[src/rtl/core/bah_pkg.sv]
// ----------------------------------------------------------------------------
// bah_pkg
// Shared constants, codes and helpers for the block averaged histogram.
// ----------------------------------------------------------------------------
package bah_pkg;

  localparam int MAX_BINS_DEF = 64;

  // configuration port
  localparam int CFG_IDX_W  = 3;
  localparam int CFG_DATA_W = 32;
  localparam int NB_W       = 7;

  localparam logic [CFG_IDX_W-1:0] CFG_RANGE_START   = 3'd0;
  localparam logic [CFG_IDX_W-1:0] CFG_INVERSE_WIDTH = 3'd1;
  localparam logic [CFG_IDX_W-1:0] CFG_BINS_IN_USE   = 3'd2;
  localparam logic [CFG_IDX_W-1:0] CFG_HIST_MODE     = 3'd3;
  localparam logic [CFG_IDX_W-1:0] CFG_CLAMP_OUTSIDE = 3'd4;
  localparam logic [CFG_IDX_W-1:0] CFG_FRAMES_PER_BLK = 3'd5;

  // item functions
  localparam logic [1:0] FN_POS = 2'd0;
  localparam logic [1:0] FN_BIN = 2'd1;
  localparam logic [1:0] FN_EOF = 2'd2;
  localparam logic [1:0] FN_FIN = 2'd3;

  // histogram modes (code 3 behaves as per-bin average)
  localparam logic [1:0] MODE_COUNT = 2'd0;
  localparam logic [1:0] MODE_WSUM  = 2'd1;

  // arithmetic unit widths
  localparam int DVD_W    = 64;
  localparam int DVS_W    = 32;
  localparam int SQ_IN_W  = 40;
  localparam int SQ_OUT_W = 64;
  localparam int RT_IN_W  = 64;
  localparam int RT_OUT_W = 40;

  localparam logic [47:0] S48MAX = 48'h7FFF_FFFF_FFFF;
  localparam logic [47:0] S48MIN = 48'h8000_0000_0000;

  typedef struct packed {
    logic busy;
    logic done;
  } unit_sts_t;

  // saturate a 49-bit signed sum to 48 bits
  function automatic logic [47:0] sat48(input logic [48:0] s);
    logic [47:0] r;
    if (s[48] != s[47]) begin
      r = s[48] ? S48MIN : S48MAX;
    end else begin
      r = s[47:0];
    end
    return r;
  endfunction

  // magnitude of a 48-bit signed value, unsigned
  function automatic logic [47:0] mag48(input logic [47:0] a);
    logic [47:0] r;
    r = a[47] ? (~a + 48'd1) : a;
    return r;
  endfunction

endpackage

[src/rtl/core/bah_sq.sv]
// ----------------------------------------------------------------------------
// bah_sq
// Q24.16 squarer, floor(m*m / 2^16), three partial products on one multiplier.
// ----------------------------------------------------------------------------
module bah_sq (
  input  logic                          clk,
  input  logic                          rst_n,
  input  logic                          start,
  input  logic [bah_pkg::SQ_IN_W-1:0]   m,
  output bah_pkg::unit_sts_t            sts,
  output logic [bah_pkg::SQ_OUT_W-1:0]  sq
);

  localparam logic [1:0] PH_HH = 2'd0;
  localparam logic [1:0] PH_HL = 2'd1;
  localparam logic [1:0] PH_LL = 2'd2;

  logic [bah_pkg::SQ_IN_W-1:0]  m_r;
  logic [1:0]                   ph_r;
  logic [1:0]                   pph_r;
  logic                         iss_r;
  logic                         pv_r;
  logic                         done_r;
  logic [47:0]                  prod_r;
  logic [bah_pkg::SQ_OUT_W-1:0] acc_r;

  logic [23:0] mh;
  logic [23:0] ml;
  logic [23:0] op_a;
  logic [23:0] op_b;
  logic [bah_pkg::SQ_OUT_W-1:0] term;

  assign mh = m_r[39:16];
  assign ml = {8'd0, m_r[15:0]};

  always_comb begin
    case (ph_r)
      PH_HH:   begin op_a = mh; op_b = mh; end
      PH_HL:   begin op_a = mh; op_b = ml; end
      default: begin op_a = ml; op_b = ml; end
    endcase
  end

  always_comb begin
    case (pph_r)
      PH_HH:   term = {prod_r, 16'd0};
      PH_HL:   term = {15'd0, prod_r, 1'b0};
      default: term = {32'd0, prod_r[47:16]};
    endcase
  end

  always_ff @(posedge clk) begin
    if (!rst_n) begin
      iss_r  <= 1'b0;
      pv_r   <= 1'b0;
      done_r <= 1'b0;
      ph_r   <= PH_HH;
      pph_r  <= PH_HH;
    end else begin
      done_r <= 1'b0;
      if (start) begin
        iss_r <= 1'b1;
        pv_r  <= 1'b0;
        ph_r  <= PH_HH;
      end else begin
        pv_r  <= iss_r;
        pph_r <= ph_r;
        if (iss_r) begin
          ph_r <= ph_r + 2'd1;
          if (ph_r == PH_LL) begin
            iss_r <= 1'b0;
          end
        end
        if (pv_r && pph_r == PH_LL) begin
          done_r <= 1'b1;
        end
      end
    end
  end

  always_ff @(posedge clk) begin
    if (start) begin
      m_r   <= m;
      acc_r <= '0;
    end else begin
      if (iss_r) begin
        prod_r <= op_a * op_b;
      end
      if (pv_r) begin
        acc_r <= acc_r + term;
      end
    end
  end

  assign sts.busy = iss_r | pv_r;
  assign sts.done = done_r;
  assign sq       = acc_r;

endmodule

[config.mk]
export PLATFORM = sky130hd
export DESIGN_NAME = bah_sq
export DESIGN_NICKNAME = d
export VERILOG_FILES = /design/src/rtl/core/bah_pkg.sv /design/src/rtl/core/bah_sq.sv
export SDC_FILE = /design/constraint.sdc
export NUM_CORES = 2
export LEC_CHECK = 0
export BUFFER_PORTS_ARGS = -buffer_cell sky130_fd_sc_hd__buf_2
export CORE_ASPECT_RATIO = 1.1
export CORE_UTILIZATION = 46
export CTS_CLUSTER_SIZE = 8
export DETAILED_ROUTE_END_ITERATION = 8
export SYNTH_ARGS = -nofsm -noshare
export SYNTH_HDL_FRONTEND = slang
export SYNTH_SLANG_ARGS = --single-unit
export TNS_END_PERCENT = 10
[constraint.sdc]
create_clock -name clk -period 21.6 [get_ports clk]
set_input_delay 2.16 -clock clk [delete_from_list [all_inputs] [get_ports clk]]
set_output_delay 2.16 -clock clk [all_outputs]
set_load 0.005 [all_outputs]
==> key figures <==
Drt
  – DR pass1 iterations: 6
  – DR top layer: met5
  – Met3 WL: 6690 um
  – Met1 WL: roughly 37000 um
  – Post-detailed-route DRC marker count: 0
  – Vias: 23113
  – DR WL met2: 45900 um
  – Via/cell ratio: 5.64
  – Total wire length: 94800 um
  – Avg WL per Cell: roughly 23 um
  – 1st-iter DRT viols: around 1900
  – Antenna Nets Post-Route: 0

Critical path
  – CP Data Required Time: approximately 22 ns
  – CP delay by family, top: adder cells
  – Top cell by count, worst path: fa_1
  – Critical Path AT: between 9 and 10 ns
  – Worst Path Buf+Inv: 7
  – Worst setup SP type: flop
  – Reg2Reg Setup Slack: between 10 and 15 ns
  – Crit end category: flop
  – Max incr delay on CP: 0.87 ns
  – Worst-path maximum fanout: 44
  – Worst path slowest cell: mux2i_1
  – WS Path Type: reg -> reg

Timing
  – Hold WS: 0.497 ns
  – Final Setup Violations: 0
  – Fin worst setup slack: approximately 12 ns
  – Tcrit/Tclk final: 0.434
  – Min Tclk post-route: 9.38 ns
  – Fin. Hold Viols: 0
  – TNS Setup: 0 ns
  – Slew Limit Fails: 0
  – Slew @ Worst Pin: 1.23 ns
  – Skew final: around 0.013 ns
  – Slew HR: 0.163
  – F_max: 0.107 GHz
  – Unrepaired setup endpoints after global routing: no

Clock network
  – Total CTS buffers: 17
  – Post-CTS setup buffer count: 0
  – Clk_lat worst skew: 0.49 ns
  – Htree depth: 4
  – CTS tree: yes
  – Hold buffers post-CTS: 0
  – Clock Pin Slew Worst Setup and Hold Paths: around 0.070 ns
  – Clk buf depth: 2
  – Clock sink total: ~160
  – Root Buffer: clkbuf_16
  – Post-CTS Resized: 0

Yosys
  – Cell Area, Synth: approximately 29000 um2
  – FFs w/ async S/R, synth: 0
  – Synth area leaders: fa_1 34%, ha_1 11%, edfxtp_1 9.2%
  – Top_reg_cell synth: edfxtp_1
  – Yosys reg bits: 159
  – Top cell type's share of synthesized area: 0.338
  – Mean post-synth cell area: about 8.8 um2
  – Leading area contributor after synthesis: fa_1
  – Yosys Warn Count: 0
  – Synthesized net count: approximately 4000
  – Synth Instances: 3248
  – Seq/Total Area, Yosys: 0.142
  – Yosys cell types: between 70 and 80
  – Post-synth EDFFs: between 80 and 90

Min path
  – Hold Crit Class: reg -> reg

Global route
  – Congestion Overflow GR: 0
  – Largest net degree at the start of global routing: 75
  – Initial antenna violation count: 2
  – GRT Total Usage: 0.308
  – First-pass GRT wire length: 144000 um
  – Vias in the first global route: 24240

Finish
  – Commonest non-fill, non-tap cell in the layout: inv_1
  – N_diodes: 0
  – Finished Layout Cells: 4098
  – Total Nets Final: 4027
  – Share of layout cells above drive strength 1: 0.0715
  – P&R area growth vs syn: 6.67%
  – Fillers: 5831
  – Most frequent cells in the layout: 587 x inv_1, 483 x fa_1, 384 x nand2_1

Die
  – Io pins: 109
  – Starting Density: 0.467
  – Die Span X: about 240 um
  – Die Footprint: 63100 um2
  – Row Count: 95
  – Core area: 61200 um2
  – Chip height: 263 um

Placement
  – Port Buf Inserts: 108
  – GPL Wtd Cong: 1.06
  – Placed insts: 4066
  – Dpl ws: roughly 12 ns
  – Hpwl dp: 77400 um

Job
  – Max-cap viol count: 0

Outcome
  – Status: finished clean
worst reg2reg max path: cells and delay by family (launching register included):
kind	cells	cell delay (ns)
compound gates	5	1.18
xor+xnor	1	0.07
fa+ha+maj	9	4.34
buf+inv	7	1.14
flops	1	0.35
mux	1	0.91
simple gates	6	1.15
per-stage QoR:
stage / utilization / area, um2
floorplan: - / 28600
global placement: 0.489 / 29900
detailed placement: 0.489 / 29900
CTS: 0.498 / 30500
global route: 0.498 / 30500
finish: 0.498 / 30500
layer usage:
metal | up-vias | track usage
li1 | 10315 | -
met1 | 11513 | 0.373
met2 | 1013 | 0.520
met3 | 268 | 0.0543
met4 | 4 | 0.161
met5 | - | 0
synth_stat cells, drive strengths merged, types with 18 or more instances:
library cell,number
o21ai,92
nand2,385
ha,240
o21bai,25
xor2,36
buf,27
a211oi,18
dfxtp,71
and3,37
fa,483
nor2b,19
edfxtp,88
nor2,382
and2,32
nand3,49
a21oi,114
clkbuf,128
mux2i,107
xnor2,64
a21o,60
nand4,39
inv,587
layout make-up:
| cell class | count | area (um2) | area share |
|---|---|---|---|
| Tap cell | 824 | 1030 | 0.0338 |
| Clock buffer | 18 | 439 | 0.0144 |
| Timing Repair Buffer | 149 | 863 | 0.0283 |
| Sequential cell | 159 | 4070 | 0.133 |
| Clock inverter | 14 | 135 | 0.00443 |
| Multi-Input combinational cell | 2345 | 21700 | 0.713 |
| Inverter | 589 | 2210 | 0.0725 |
final timing paths:
path / start / end / cells after the start
worst max-delay path: ph_r[0]$_SDFFE_PP0P_ / prod_r[47]$_DFFE_PP_ / 29
worst min register to register: sq[34]$_SDFFE_PP0P_ / sq[34]$_SDFFE_PP0P_ / 2
worst min-delay path: sq[34]$_SDFFE_PP0P_ / sq[34]$_SDFFE_PP0P_ / 2
worst max register to register: ph_r[0]$_SDFFE_PP0P_ / prod_r[47]$_DFFE_PP_ / 29
sequential cells by signal (all words and copies together) (netlist names):
name    cells
iss_r       1
ph_r        2
pph_r       2
done_r      1
m_r        40
pv_r        1
sq         64
prod_r     48
logic make-up (layout without fill, tap and decap cells):
logic type,after synthesis,count (layout),synth area share
mux,120,120,0.0426
compound gates,409,409,0.0938
flops,159,159,0.142
xor+xnor,100,100,0.0306
fa+ha+maj,723,723,0.443
simple gates,993,993,0.149
buf+inv,744,770,0.0988
Power is not shown: default switching activity piles up to over one toggle a cycle in this logic, so the estimate is an artifact.
