[src/rtl/core/bah_pkg.sv]
// ----------------------------------------------------------------------------
// bah_pkg
// Shared constants, codes and helpers for the block averaged histogram.
// ----------------------------------------------------------------------------
package bah_pkg;

  localparam int MAX_BINS_DEF = 64;

  // configuration port
  localparam int CFG_IDX_W  = 3;
  localparam int CFG_DATA_W = 32;
  localparam int NB_W       = 7;

  localparam logic [CFG_IDX_W-1:0] CFG_RANGE_START   = 3'd0;
  localparam logic [CFG_IDX_W-1:0] CFG_INVERSE_WIDTH = 3'd1;
  localparam logic [CFG_IDX_W-1:0] CFG_BINS_IN_USE   = 3'd2;
  localparam logic [CFG_IDX_W-1:0] CFG_HIST_MODE     = 3'd3;
  localparam logic [CFG_IDX_W-1:0] CFG_CLAMP_OUTSIDE = 3'd4;
  localparam logic [CFG_IDX_W-1:0] CFG_FRAMES_PER_BLK = 3'd5;

  // item functions
  localparam logic [1:0] FN_POS = 2'd0;
  localparam logic [1:0] FN_BIN = 2'd1;
  localparam logic [1:0] FN_EOF = 2'd2;
  localparam logic [1:0] FN_FIN = 2'd3;

  // histogram modes (code 3 behaves as per-bin average)
  localparam logic [1:0] MODE_COUNT = 2'd0;
  localparam logic [1:0] MODE_WSUM  = 2'd1;

  // arithmetic unit widths
  localparam int DVD_W    = 64;
  localparam int DVS_W    = 32;
  localparam int SQ_IN_W  = 40;
  localparam int SQ_OUT_W = 64;
  localparam int RT_IN_W  = 64;
  localparam int RT_OUT_W = 40;

  localparam logic [47:0] S48MAX = 48'h7FFF_FFFF_FFFF;
  localparam logic [47:0] S48MIN = 48'h8000_0000_0000;

  typedef struct packed {
    logic busy;
    logic done;
  } unit_sts_t;

  // saturate a 49-bit signed sum to 48 bits
  function automatic logic [47:0] sat48(input logic [48:0] s);
    logic [47:0] r;
    if (s[48] != s[47]) begin
      r = s[48] ? S48MIN : S48MAX;
    end else begin
      r = s[47:0];
    end
    return r;
  endfunction

  // magnitude of a 48-bit signed value, unsigned
  function automatic logic [47:0] mag48(input logic [47:0] a);
    logic [47:0] r;
    r = a[47] ? (~a + 48'd1) : a;
    return r;
  endfunction

endpackage

[src/rtl/core/bah_sqrt.sv]
// ----------------------------------------------------------------------------
// bah_sqrt
// floor(sqrt(x * 2^16)), one root bit per cycle by digit pairs.
// ----------------------------------------------------------------------------
module bah_sqrt (
  input  logic                          clk,
  input  logic                          rst_n,
  input  logic                          start,
  input  logic [bah_pkg::RT_IN_W-1:0]   x,
  output bah_pkg::unit_sts_t            sts,
  output logic [bah_pkg::RT_OUT_W-1:0]  root
);

  localparam int XS_W  = bah_pkg::RT_IN_W + 16;
  localparam int REM_W = bah_pkg::RT_OUT_W + 4;
  localparam int CNT_W = $clog2(bah_pkg::RT_OUT_W + 1);

  logic [XS_W-1:0]              xs_r;
  logic [REM_W-1:0]             rem_r;
  logic [bah_pkg::RT_OUT_W-1:0] root_r;
  logic [CNT_W-1:0]             cnt_r;
  logic                         busy_r;
  logic                         done_r;

  logic [REM_W-1:0] rem_sh;
  logic [REM_W-1:0] trial;
  logic             ge;

  assign rem_sh = {rem_r[REM_W-3:0], xs_r[XS_W-1:XS_W-2]};
  assign trial  = {2'b00, root_r, 2'b01};
  assign ge     = rem_sh >= trial;

  always_ff @(posedge clk) begin
    if (!rst_n) begin
      busy_r <= 1'b0;
      done_r <= 1'b0;
      cnt_r  <= '0;
    end else begin
      done_r <= 1'b0;
      if (start) begin
        busy_r <= 1'b1;
        cnt_r  <= CNT_W'(bah_pkg::RT_OUT_W);
      end else if (busy_r) begin
        cnt_r <= cnt_r - CNT_W'(1);
        if (cnt_r == CNT_W'(1)) begin
          busy_r <= 1'b0;
          done_r <= 1'b1;
        end
      end
    end
  end

  always_ff @(posedge clk) begin
    if (start) begin
      xs_r   <= {x, 16'd0};
      rem_r  <= '0;
      root_r <= '0;
    end else if (busy_r) begin
      xs_r   <= {xs_r[XS_W-3:0], 2'b00};
      rem_r  <= ge ? (rem_sh - trial) : rem_sh;
      root_r <= {root_r[bah_pkg::RT_OUT_W-2:0], ge};
    end
  end

  assign sts.busy = busy_r;
  assign sts.done = done_r;
  assign root     = root_r;

endmodule

[config.mk]
export PLATFORM = sky130hd
export DESIGN_NAME = bah_sqrt
export DESIGN_NICKNAME = d
export VERILOG_FILES = /design/src/rtl/core/bah_pkg.sv /design/src/rtl/core/bah_sqrt.sv
export SDC_FILE = /design/constraint.sdc
export NUM_CORES = 1
export LEC_CHECK = 0
export BUFFER_PORTS_ARGS = -buffer_cell sky130_fd_sc_hd__buf_4
export CAP_MARGIN = 0
export CORE_ASPECT_RATIO = 1.1
export CORE_MARGIN = 4
export CORE_UTILIZATION = 50
export CTS_BUF_LIST = sky130_fd_sc_hd__clkbuf_8
export CTS_CLUSTER_DIAMETER = 30
export CTS_CLUSTER_SIZE = 24
export DETAILED_ROUTE_END_ITERATION = 8
export PLACE_DENSITY = 0.7
export REMOVE_ABC_BUFFERS = 1
export SETUP_SLACK_MARGIN = 0.2
export SLEW_MARGIN = 30
export SYNTH_ARGS = -nofsm -noshare
export SYNTH_HDL_FRONTEND = slang
export SYNTH_SLANG_ARGS = --single-unit
[constraint.sdc]
create_clock -name clk -period 10.1 [get_ports clk]
set_input_delay 0.505 -clock clk [delete_from_list [all_inputs] [get_ports clk]]
set_output_delay 0.505 -clock clk [all_outputs]
set_load 0.02 [all_outputs]
==> flow_summary.yaml <==
status:
  status: "finished, final reports clean"
global_routing:
  first_global_vias: 6907
  grt_overflow: 0
  grt_pass1_wl_um: 32600
  grt_use_total: 0.196
  grt_start_max_net_pins: 77
  antenna_found_initial: 0
cells_and_area:
  instances_no_fill: 1249
  final_layout_size_suffix_gt1_frac: 0.216
  layout.nets: 1113
  fin_area_mm2: 0.0102
  fin_util: 0.592
  area_growth_pct: 14.9
  n_antenna_cell: 0
clock_tree:
  numCtsBuffers: 17
  cts_tree: "built"
  clockBufferDepth: 2
  hold_buffers: 0
  cts_setup_buffers: 0
  ctsRootBufferMaster: "clkbuf_8"
  cts_sinks: 154
  cts.clk_slew.worst_paths_ns: 0.09
  cts.htree.levels: 4
  clock_latency_ns: 0.45
  cts_resized: 0
synthesis:
  synth_cell_types: 56
  avgSynthCellArea_um2: 9.54
  yosys.area_share.adder: 0.0621
  synth_compound_area_frac: 0.164
  yosysWarnings: 0
  yosysSeqAreaShare: 0.420
  async_flop_share: 0
  syn-instance-count: 929
  synth_top_family_by_area: "compound AO/OA/AOI/OAI gates"
  synthesis.area_mm2: 0.00886
  ys.flop_type: "dfxtp_1"
  synth-edff-count: 64
  synthMuxAreaShare: 0.137
  synthSimpleGateAreaFrac: 0.130
  synth-xor-area-share: 0.0395
  ys_seq_elements: 154
placement:
  place_hpwl_um: 13300
  dpl_worst_slack_ns: 6.18
  gp_congestion: 0.902
  place_area_mm2: 0.00978
  io_buffers: 108
  placed_cells: 1217
detailed_routing:
  wire_per_inst_um: 15.2
  dr.pass1.iters: 5
  ant_nets: 0
  vias_per_cell: 5.54
  wl_um: 19000
  dr_total_vias: 6920
  drc_errors: 0
  dr.first_iter.drc_count: 495
floorplanning:
  dieArea_mm2: 0.0199
  rows: 50
  die_h_um: 148
  core_area_mm2: 0.0172
  die-width_um: 135
  start_util: 0.515
  ios: 109
critical_path:
  crit_fanout: 38
  worstSetupPathType: "reg2reg"
  crit_required_ns: 10.41
  crit_chain: "inv_1 -> ha_1 -> a21o_1 -> a21oi_1 -> a21oi_1 -> o21ai_0 -> a211o_1 -> a211oi_1 -> nor2_4 -> buf_4 -> mux2_2 -> mux2i_1 -> nor2_1"
  worstPathArrival_ns: 4.22
  start_kind: "flip-flop"
  slowest_delay_ns: 0.68
  cp_common_cell: "a21oi_1"
  crit_slowest_cell: "nor2_4"
  cp-end-kind: "flip-flop"
worst_hold_path:
  worstHoldPathType: "in2reg"
timing:
  hold_viol: 0
  rsz0062_at_grt: "no"
  drv_slew: 0
  whs_ns: 0.286
  fin_crit_sh: 0.387
  finalSetupViolCount: 0
  max_slew_margin: 0.420
  layout_setup_ws_ns: 6.19
  period_needed_ns: 3.91
  fin_tns_setup_ns: 0
  worst_pin_slew_ns: 0.870
  max_freq_mhz: 256
  finClkSkew_ns: 0.0140
power:
  leakagePower_nw: 4.23
  pwr_density_cell_mw_per_mm2: 240
  p_total_mw: 2.45
  ir_worst_vdd_uv: 182
job:
  drv_cap: 0
## sequential cells by signal (all words and copies together), names as in the netlist
register,cells
xs_r,64
busy_r,1
done_r,1
root,40
rem_r,42
cnt_r,6
## power by group
part           switching [mW]  internal (mW)  leakage, nW
clock network           0.254          0.225        0.198
registers              0.0519          0.727         1.38
logic                   0.685          0.505         2.65
total                   0.991           1.46         4.23
## critical path: cells and delay by family, from the launching register on
family	cells	cell delay, ns
flip-flops	1	0.38
adder cells (fa/ha/maj)	1	0.37
AND/OR/NAND/NOR	2	0.73
buffers and inverters	2	0.56
AO/OA/AOI/OAI	6	1.21
multiplexers	2	0.52
## path summary, 6_finish.rpt
| kind | from | end | slack, ns | depth (start not counted) |
|---|---|---|---|---|
| worst min register to register | rem_r[5]$_SDFFE_PP0P_ | rem_r[5]$_SDFFE_PP0P_ | 0.51 | 2 |
| worst min-delay path | rst_n | cnt_r[5]$_SDFFE_PN0P_ | 0.29 | 2 |
| worst max-delay path | root[2]$_SDFFE_PP0P_ | rem_r[22]$_SDFFE_PP0P_ | 6.19 | 13 |
| worst max register to register | root[2]$_SDFFE_PP0P_ | rem_r[22]$_SDFFE_PP0P_ | 6.19 | 13 |
## cells in the mapped netlist, drive strengths merged, types with 25 or more instances
cell type / n / area [um2]
nor2: 117 / 439
dfxtp: 90 / 1800
a21oi: 78 / 394
edfxtp: 64 / 1920
mux2: 64 / 724
inv: 51 / 191
clkbuf: 50 / 188
mux2i: 49 / 490
ha: 44 / 551
nand2: 44 / 165
a211oi: 31 / 238
a21o: 31 / 233
o21ai: 26 / 130
xnor2: 25 / 219
## layer usage
layer	share of wire	routed length, um	GRT usage	vias to the layer above
met5	0	0	0	-
met4	0.021	396	0.0610	0
met3	0.074	1400	0.0745	29
met2	0.45	8600	0.307	167
met1	0.45	8600	0.253	3244
li1	-	-	-	3480
## final cells by class
class | instances | area (um2)
clock inverters | 15 | 165
clock buffers | 17 | 234
multi-input cells | 665 | 4730
repair buffers | 112 | 841
flip-flops and latches | 154 | 3730
fillers | 1554 | 7020
inverters | 52 | 195
well taps | 234 | 293
## kinds of logic (layout without fill, tap and decap cells)
group | Yosys count | count (layout)
simple gates | 251 | 251
xor+xnor | 40 | 40
flops | 154 | 154
fa+ha+maj | 44 | 44
buf+inv | 110 | 196
compound gates | 217 | 217
mux | 113 | 113
## cell usage in the layout, fill, tap and decap left out, types with 4 or more instances in the layout
| cell | n |
|---|---|
| o211ai_1 | 9 |
| a211oi_1 | 30 |
| inv_1 | 51 |
| nor2_1 | 116 |
| a21o_1 | 31 |
| o21a_1 | 4 |
| nand4_1 | 13 |
| nor2b_1 | 11 |
| nand2_1 | 43 |
| buf_4 | 112 |
| o21ai_0 | 26 |
| a21oi_1 | 77 |
| nand2b_1 | 6 |
| and3_1 | 13 |
| nor3_1 | 15 |
| clkinv_4 | 4 |
| mux2_2 | 63 |
| clkbuf_8 | 17 |
| a31oi_1 | 6 |
| xor2_1 | 15 |
| ha_1 | 44 |
| o21bai_1 | 4 |
| or3_1 | 8 |
| xnor2_1 | 25 |
| edfxtp_1 | 64 |
| dfxtp_1 | 89 |
| nand3_1 | 10 |
| mux2i_1 | 49 |
| o211a_1 | 5 |
(Power assumes the default switching activity.)
