<file path="src/rtl/core/bah_pkg.sv">
// ----------------------------------------------------------------------------
// bah_pkg
// Shared constants, codes and helpers for the block averaged histogram.
// ----------------------------------------------------------------------------
package bah_pkg;

  localparam int MAX_BINS_DEF = 64;

  // configuration port
  localparam int CFG_IDX_W  = 3;
  localparam int CFG_DATA_W = 32;
  localparam int NB_W       = 7;

  localparam logic [CFG_IDX_W-1:0] CFG_RANGE_START   = 3'd0;
  localparam logic [CFG_IDX_W-1:0] CFG_INVERSE_WIDTH = 3'd1;
  localparam logic [CFG_IDX_W-1:0] CFG_BINS_IN_USE   = 3'd2;
  localparam logic [CFG_IDX_W-1:0] CFG_HIST_MODE     = 3'd3;
  localparam logic [CFG_IDX_W-1:0] CFG_CLAMP_OUTSIDE = 3'd4;
  localparam logic [CFG_IDX_W-1:0] CFG_FRAMES_PER_BLK = 3'd5;

  // item functions
  localparam logic [1:0] FN_POS = 2'd0;
  localparam logic [1:0] FN_BIN = 2'd1;
  localparam logic [1:0] FN_EOF = 2'd2;
  localparam logic [1:0] FN_FIN = 2'd3;

  // histogram modes (code 3 behaves as per-bin average)
  localparam logic [1:0] MODE_COUNT = 2'd0;
  localparam logic [1:0] MODE_WSUM  = 2'd1;

  // arithmetic unit widths
  localparam int DVD_W    = 64;
  localparam int DVS_W    = 32;
  localparam int SQ_IN_W  = 40;
  localparam int SQ_OUT_W = 64;
  localparam int RT_IN_W  = 64;
  localparam int RT_OUT_W = 40;

  localparam logic [47:0] S48MAX = 48'h7FFF_FFFF_FFFF;
  localparam logic [47:0] S48MIN = 48'h8000_0000_0000;

  typedef struct packed {
    logic busy;
    logic done;
  } unit_sts_t;

  // saturate a 49-bit signed sum to 48 bits
  function automatic logic [47:0] sat48(input logic [48:0] s);
    logic [47:0] r;
    if (s[48] != s[47]) begin
      r = s[48] ? S48MIN : S48MAX;
    end else begin
      r = s[47:0];
    end
    return r;
  endfunction

  // magnitude of a 48-bit signed value, unsigned
  function automatic logic [47:0] mag48(input logic [47:0] a);
    logic [47:0] r;
    r = a[47] ? (~a + 48'd1) : a;
    return r;
  endfunction

endpackage

</file>
<file path="src/rtl/core/bah_div.sv">
// ----------------------------------------------------------------------------
// bah_div
// Restoring unsigned divider, one quotient bit per cycle.
// ----------------------------------------------------------------------------
module bah_div (
  input  logic                         clk,
  input  logic                         rst_n,
  input  logic                         start,
  input  logic [bah_pkg::DVD_W-1:0]    dividend,
  input  logic [bah_pkg::DVS_W-1:0]    divisor,
  output bah_pkg::unit_sts_t           sts,
  output logic [bah_pkg::DVD_W-1:0]    quotient
);

  localparam int CNT_W = $clog2(bah_pkg::DVD_W + 1);

  logic [bah_pkg::DVS_W:0]   rem_r;
  logic [bah_pkg::DVD_W-1:0] quo_r;
  logic [bah_pkg::DVS_W-1:0] dvs_r;
  logic [CNT_W-1:0]          cnt_r;
  logic                      busy_r;
  logic                      done_r;

  logic [bah_pkg::DVS_W:0]   rem_sh;
  logic                      ge;

  assign rem_sh = {rem_r[bah_pkg::DVS_W-1:0], quo_r[bah_pkg::DVD_W-1]};
  assign ge     = rem_sh >= {1'b0, dvs_r};

  always_ff @(posedge clk) begin
    if (!rst_n) begin
      busy_r <= 1'b0;
      done_r <= 1'b0;
      cnt_r  <= '0;
    end else begin
      done_r <= 1'b0;
      if (start) begin
        busy_r <= 1'b1;
        cnt_r  <= CNT_W'(bah_pkg::DVD_W);
      end else if (busy_r) begin
        cnt_r <= cnt_r - CNT_W'(1);
        if (cnt_r == CNT_W'(1)) begin
          busy_r <= 1'b0;
          done_r <= 1'b1;
        end
      end
    end
  end

  always_ff @(posedge clk) begin
    if (start) begin
      rem_r <= '0;
      quo_r <= dividend;
      dvs_r <= divisor;
    end else if (busy_r) begin
      rem_r <= ge ? (rem_sh - {1'b0, dvs_r}) : rem_sh;
      quo_r <= {quo_r[bah_pkg::DVD_W-2:0], ge};
    end
  end

  assign sts.busy = busy_r;
  assign sts.done = done_r;
  assign quotient = quo_r;

endmodule

</file>
<file path="config.mk">
export PLATFORM = sky130hd
export DESIGN_NAME = bah_div
export DESIGN_NICKNAME = d
export VERILOG_FILES = /design/src/rtl/core/bah_pkg.sv /design/src/rtl/core/bah_div.sv
export SDC_FILE = /design/constraint.sdc
export NUM_CORES = 1
export LEC_CHECK = 0
export BUFFER_PORTS_ARGS = -buffer_cell sky130_fd_sc_hd__buf_4
export CELL_PAD_IN_SITES_DETAIL_PLACEMENT = 1
export CELL_PAD_IN_SITES_GLOBAL_PLACEMENT = 1
export CORE_ASPECT_RATIO = 0.5
export CORE_MARGIN = 4
export CORE_UTILIZATION = 42
export DETAILED_ROUTE_END_ITERATION = 8
export HOLD_SLACK_MARGIN = 0.15
export PLACE_DENSITY_LB_ADDON = 0.1
export SYNTH_ARGS = -nofsm -noshare
export SYNTH_HDL_FRONTEND = slang
export SYNTH_SLANG_ARGS = --single-unit
</file>
<file path="constraint.sdc">
create_clock -name clk -period 3.75 [get_ports clk]
set_clock_uncertainty 0.2 [all_clocks]
set_input_delay 0.5625 -clock clk [delete_from_list [all_inputs] [get_ports clk]]
set_output_delay 0.5625 -clock clk [all_outputs]
set_load 0.02 [all_outputs]
</file>
==> results of run 1 <==
-- how the worst max path moves through the flow --
stage	start	endpoint	slack, ns
CTS	quotient[63]	rem_r[22]	0.42
global route	dvs_r[11]	rem_r[15]	0.18
global placement	quotient[63]	rem_r[22]	0.54
finish	quotient[63]	rem_r[22]	0.42
detailed placement	quotient[63]	rem_r[22]	0.44
floorplan	quotient[63]	rem_r[22]	0.62
-- layout by cell type, fill, tap and decap left out, drive strengths merged, types with 3 or more instances in the layout --
master         n
nand2b         4
clkinv         5
a21boi         5
clkbuf        21
a2bb2oi        3
inv           56
o21a           6
dlygate4sd3   32
o211ai         5
edfxtp        96
a311oi        25
a211oi         6
xnor2         16
nor2          55
a21o          16
buf          171
a31oi          4
or3            6
a21oi         46
xor2          10
ha            34
o21bai         4
nor3           6
dfxtp         41
nand2         70
nand4         16
nand3         15
or3b           3
o21ai         24
nor2b          4
mux2          63
nor4           5
-- per-stage QoR --
step | setup slack [ns] | hold slack (ns)
finish | 0.4182 | 0.1908
global placement | 0.5395 | 0.2732
global route | 0.1810 | 0.2069
floorplan | 0.6246 | 0.2578
CTS | 0.4152 | 0.1726
detailed placement | 0.4428 | 0.2836
-- critical path: stages (launching register included) --
cell	delay, ns
edfxtp_1	0.37
inv_1	0.06
ha_1	0.23
fa_1	0.41
nor2b_1	0.20
o2111ai_1	0.19
a2111o_1	0.47
a31o_2	0.26
a21oi_1	0.19
nor3_1	0.07
or3b_1	0.36
a311oi_2	0.23
-- routing by layer --
| metal | wire length (µm) | vias up | part of all wire | track usage |
|---|---|---|---|---|
| li1 | - | 2934 | - | - |
| met1 | 9512 | 2967 | 0.44 | 0.2715 |
| met2 | 10190 | 127 | 0.47 | 0.3510 |
| met3 | 1663 | 9 | 0.077 | 0.08564 |
| met4 | 135 | 0 | 0.0063 | 0.03887 |
| met5 | 0 | - | 0 | 0 |
-- timing repair --
action                                  CTS  global route
hold endpoints to repair                 32             0
hold buffers                             32             0
endpoints found under the setup margin    0             0
-- sequential cells by signal, summed over array words and instances (netlist names) --
signal	flops
cnt_r	7
dvs_r	32
rem_r	32
done_r	1
busy_r	1
quotient	64
-- Yosys cell counts (3+ instances only) --
master     count  area share
a211oi_1       6      0.0060
edfxtp_1      96        0.39
xor2_1        10       0.012
o211ai_1       4      0.0040
o21ai_0       22       0.015
inv_1         51       0.026
o21bai_1       3      0.0030
o21a_1         6      0.0060
nand3_1       15       0.010
a2bb2oi_1      3      0.0035
nor4_1         5      0.0042
buf_2         14      0.0094
a21o_1        16       0.016
or3b_1         3      0.0035
xnor2_1       16       0.019
nor2b_1        4      0.0033
buf_4          7      0.0070
nand2_1       70       0.035
dfxtp_1       41        0.11
a21oi_1       46       0.031
nor2_1        55       0.028
a311oi_1      22       0.026
clkbuf_1      19      0.0095
nand4_1       16       0.013
mux2_2        63       0.095
a311oi_2       3      0.0060
a21boi_0       5      0.0050
a31oi_1        4      0.0033
or3_1          6      0.0050
nor3_1         6      0.0040
ha_1          34       0.057
nand2b_1       4      0.0033
-- cell families (layout without fill, tap and decap cells) --
group	after synthesis	after routing	share of synthesized area
and+or+nand+nor	192	192	0.1182
AOI/OAI and AO/OA	155	155	0.1447
DFF	137	137	0.4956
buffers and inverters	93	286	0.05375
muxes	65	65	0.09762
adders and majority gates	35	35	0.05961
xor gates and xnor gates	26	26	0.03047
-- layout make-up --
cell class,count,share of cell area
Clock buffer,21,0.04951
Clock inverter,11,0.008745
Inverter,51,0.01968
Multi-Input combinational cell,473,0.3463
Sequential cell,137,0.3808
Tap cell,234,0.03009
Timing Repair Buffer,203,0.1649
-- power breakdown --
part           total, mW  internal [mW]  switching (mW)  leakage [nW]
Sequential          1.87           1.79          0.0846          1.30
Clock               1.64          0.932           0.705         0.280
Combinational       1.13          0.491           0.642          2.57
==> flow_summary.toml, run 1 <==
[sta]
grt_setup_unrepaired = "false"
post-route-period-util = 0.8885
setup_viol = 0
hold_viol = 0
slew_violations = 0
setup_total_negative_slack_ns = 0
maxSlewHeadroom = 0.4355
tightest_slew_ns = 0.8468
min_period_ns = 3.332
max_freq_mhz = 300.1

[routing]
vias_per_cell = 5.342
wl_per_cell_um = 19.03
drt_iter0_markers = 308
dr.pass1.iters = 4
vias = 6037
drtAntennaViolNets = 0
drc_errors = 0
wirelength_um = 21500

[placed_design]
dpl.cell_count = 1066
numPortBuffers = 164
hpwl_um = 15190
placed_cell_area_um2 = 8842
gp_congestion = 0.7761

[floorplan]
fp.coreArea_um2 = 17400
rows = 34
dieHeight_um = 102.3
initial_core_util = 0.4295
ios = 165
die-width_um = 196.6
die_area_um2 = 20120

[cells_and_area]
fill_cells = 1894
fin_cells = 1130
finalInstanceArea_um2 = 9729
syn_to_final_growth_pct = 30.21
finish.utilization = 0.5592
multiInputGateArea_um2 = 3369
seqCellArea_um2 = 3705
drive_gt1_frac = 0.3103
antennaDiodeCount = 0
layout.nets = 1017

[clock_tree]
insertion_delay_ns = 0.42
clockBufferDepth = 2
post_cts_resize_count = 0
cts_buffers = 17
clk_pin_slew_worst_paths_ns = 0.07
cts.sinks = 137
clock-root-buffer = "clkbuf_16"
cts_setup_buffers = 0
htreeDepth = 4
cts_tree = "done"

[global_routing]
antenna_found_initial = 0
grt_start_max_net_pins = 69
grt_pass1_wl_um = 33900
grt_use_total = 0.2130
grt_pass1_vias = 6363
globalRouteOverflowTotal = 0

[worst_hold_path]
hold-path-cell-count = 2
min_to = "busy_r"
hold_path_class = "primary input to register"
hold_start = "rst_n"

[setup_path]
crit_path_start_kind = "register"
crit_type = "register to register"
cp_data_arrival_time_ns = 3.47
reg2reg_from = "quotient[63]"
cp_data_required_time_ns = 3.88
rrSetupSlack_ns = 0.42
reg2reg_to = "rem_r[22]"
crit_path_end_kind = "register"
worstRegToRegCells = 11
crit_fanout = 4

[job]
cap_violations = 0

[pwr]
leakagePower_nw = 4.146
worst_ir_drop_vdd_mv = 0.3170
finalPower_mw = 4.642
power_density_nw_per_um2 = 477.2

[yosys]
syn_avg_cell_area_um2 = 10.63
syn-num-nets = 837
ys.flop_type = "edfxtp_1"
ys_types = 55
synth_edf_count = 96
async_reset_ff_frac = 0
seq_area_frac_synth = 0.4956
ys_ff_latch = 137
syn_inst = 703
synth_area_um2 = 7472
yosysWarnings = 0

[outcome]
status = "completed"
Power figures use the tool's default switching activity.
==> run 2, diff against run 1 <==
--- a/config.mk
+++ b/config.mk
@@ -14,6 +14,7 @@
 export DETAILED_ROUTE_END_ITERATION = 8
 export HOLD_SLACK_MARGIN = 0.15
 export PLACE_DENSITY_LB_ADDON = 0.1
+export REMOVE_ABC_BUFFERS = 1
 export SYNTH_ARGS = -nofsm -noshare
 export SYNTH_HDL_FRONTEND = slang
 export SYNTH_SLANG_ARGS = --single-unit
==> flow_summary.toml, run 2 (synthesized netlist as in run 1, its figures left out) <==
[setup_path]
cp_top_family = "compound AO/OA/AOI/OAI gates"
cpPeakStageDelay_ns = 0.37
crit_path_end_kind = "register"
path_cells = "inv_1, ha_1, a21oi_1, o21ai_0, a22oi_1, nand3_1, o211ai_2, nand2_1, buf_4, mux2i_1, a211oi_1"
crit_fanout = 14
crit_type = "register to register"
slowest_stage = "ha_1"
critical_path_buf_inv_count = 2
cp_data_arrival_time_ns = 3.46
cp_data_required_time_ns = 3.88
crit_path_start_kind = "register"

[placed_design]
dp_slack_ns = 0.4284
numPortBuffers = 164
hpwl_um = 15380
gp_congestion = 0.8239

[clock_tree]
cts_setup_buffers = 0
clockBufferDepth = 2
insertion_delay_ns = 0.43
clock-root-buffer = "clkbuf_16"
htreeDepth = 4
clk_pin_slew_worst_paths_ns = 0.07
cts.sinks = 137
postCtsHoldBufs = 32
cts_buffers = 17
post_cts_resize_count = 0
cts_tree = "done"

[cells_and_area]
syn_to_final_growth_pct = 30.36
mostFrequentLayoutCell = "buf_4"
fill_cells = 1924
layout.nets = 1016
multiInputGateArea_um2 = 3369
largest_register_ffs = 64
antennaDiodeCount = 0
drive_gt1_frac = 0.3095
seqCellArea_um2 = 3705
layout_common_cells = "168 x buf_4, 96 x edfxtp_1, 69 x nand2_1"

[worst_hold_path]
hold_path_class = "primary input to register"

[global_routing]
grt_use_total = 0.2163
globalRouteOverflowTotal = 0
grt_start_max_net_pins = 82
antenna_found_initial = 0
grt_pass1_wl_um = 34110
grt_pass1_vias = 6340

[sta]
setup_total_negative_slack_ns = 0
hold_viol = 0
grt_setup_unrepaired = "false"
maxSlewHeadroom = 0.4441
post-route-period-util = 0.8877
min_period_ns = 3.329
max_freq_mhz = 300.4
setup_slack_ns = 0.4213
tightest_slew_ns = 0.8310
setup_viol = 0
slew_violations = 0

[pwr]
worst_ir_drop_vdd_mv = 0.2874
pwr-share-seq = 0.403
p_clk_frac = 0.352
power_density_nw_per_um2 = 476.6
p_int_mw = 3.180
switching_share = 0.3150
p_switching_mw = 1.462
leakagePower_nw = 4.139
p_comb_frac = 0.245

[floorplan]
initial_core_util = 0.4295
die_area_um2 = 20120
fp.coreArea_um2 = 17400
rows = 34
dieHeight_um = 102.3
die-width_um = 196.6
ios = 165

[routing]
vias = 6034
vias_per_cell = 5.345
drt_iter0_markers = 278
drtAntennaViolNets = 0
wirelength_um = 21480
wl_per_cell_um = 19.03
drc_errors = 0
dr.pass1.iters = 4

[job]
cap_violations = 0

[outcome]
status = "completed"
## run 2: changes by cell type in the layout (fill, tap and decap cells not counted), moves of 2 or more
cell,before,now
inv_6,4,6
clkinvlp_4,1,3
buf_12,0,2
clkinv_2,2,0
buf_4,171,168
## run 2: area by class of cell
class                   instances  area share
clock buffers                  19     0.04650
well taps                     234     0.03006
clock inverters                13     0.01105
multi-input cells             473      0.3459
repair buffers                202      0.1665
inverters                      51     0.01965
flip-flops and latches        137      0.3803
## run 2: power groups by stage
| stage | clock network [mW] | logic (mW) | registers [mW] |
|---|---|---|---|
| final | 1.63 | 1.14 | 1.87 |
| after global routing | 1.73 | 1.25 | 1.89 |
| after CTS | 1.67 | 1.15 | 1.87 |
| after detailed placement | 0 | 1.11 | 1.90 |
| after global placement | 0 | 1.09 | 1.90 |
| after floorplan | 0 | 0.586 | 1.99 |
## run 2: path summary, 6_finish.rpt
kind,from,to,slack [ns],cells past startpoint
max,dvs_r[12],rem_r[3],0.42,11
min,rst_n,busy_r,0.17,2
max reg2reg,dvs_r[12],rem_r[3],0.42,11
min reg2reg,rem_r[3],rem_r[4],0.30,2
## run 2: stage by stage
step	total power, mW	area, µm²	hold slack, ns	utilization	cells
finish	4.642	9741	0.1686	0.5598	1129
global route	4.876	9741	0.1717	0.5598	1129
CTS	4.689	9741	0.1567	0.5598	1129
detailed placement	3.012	8860	0.2933	0.5092	1065
global placement	2.981	8860	0.2833	0.5092	1065
floorplan	2.576	7262	0.2516	-	661
## run 2: layer usage
| layer | GRT usage | part of all wire |
|---|---|---|
| met1 | 0.2676 | 0.45 |
| met5 | 0 | 0 |
| met4 | 0.04846 | 0.0067 |
| met2 | 0.3645 | 0.48 |
| met3 | 0.08432 | 0.070 |
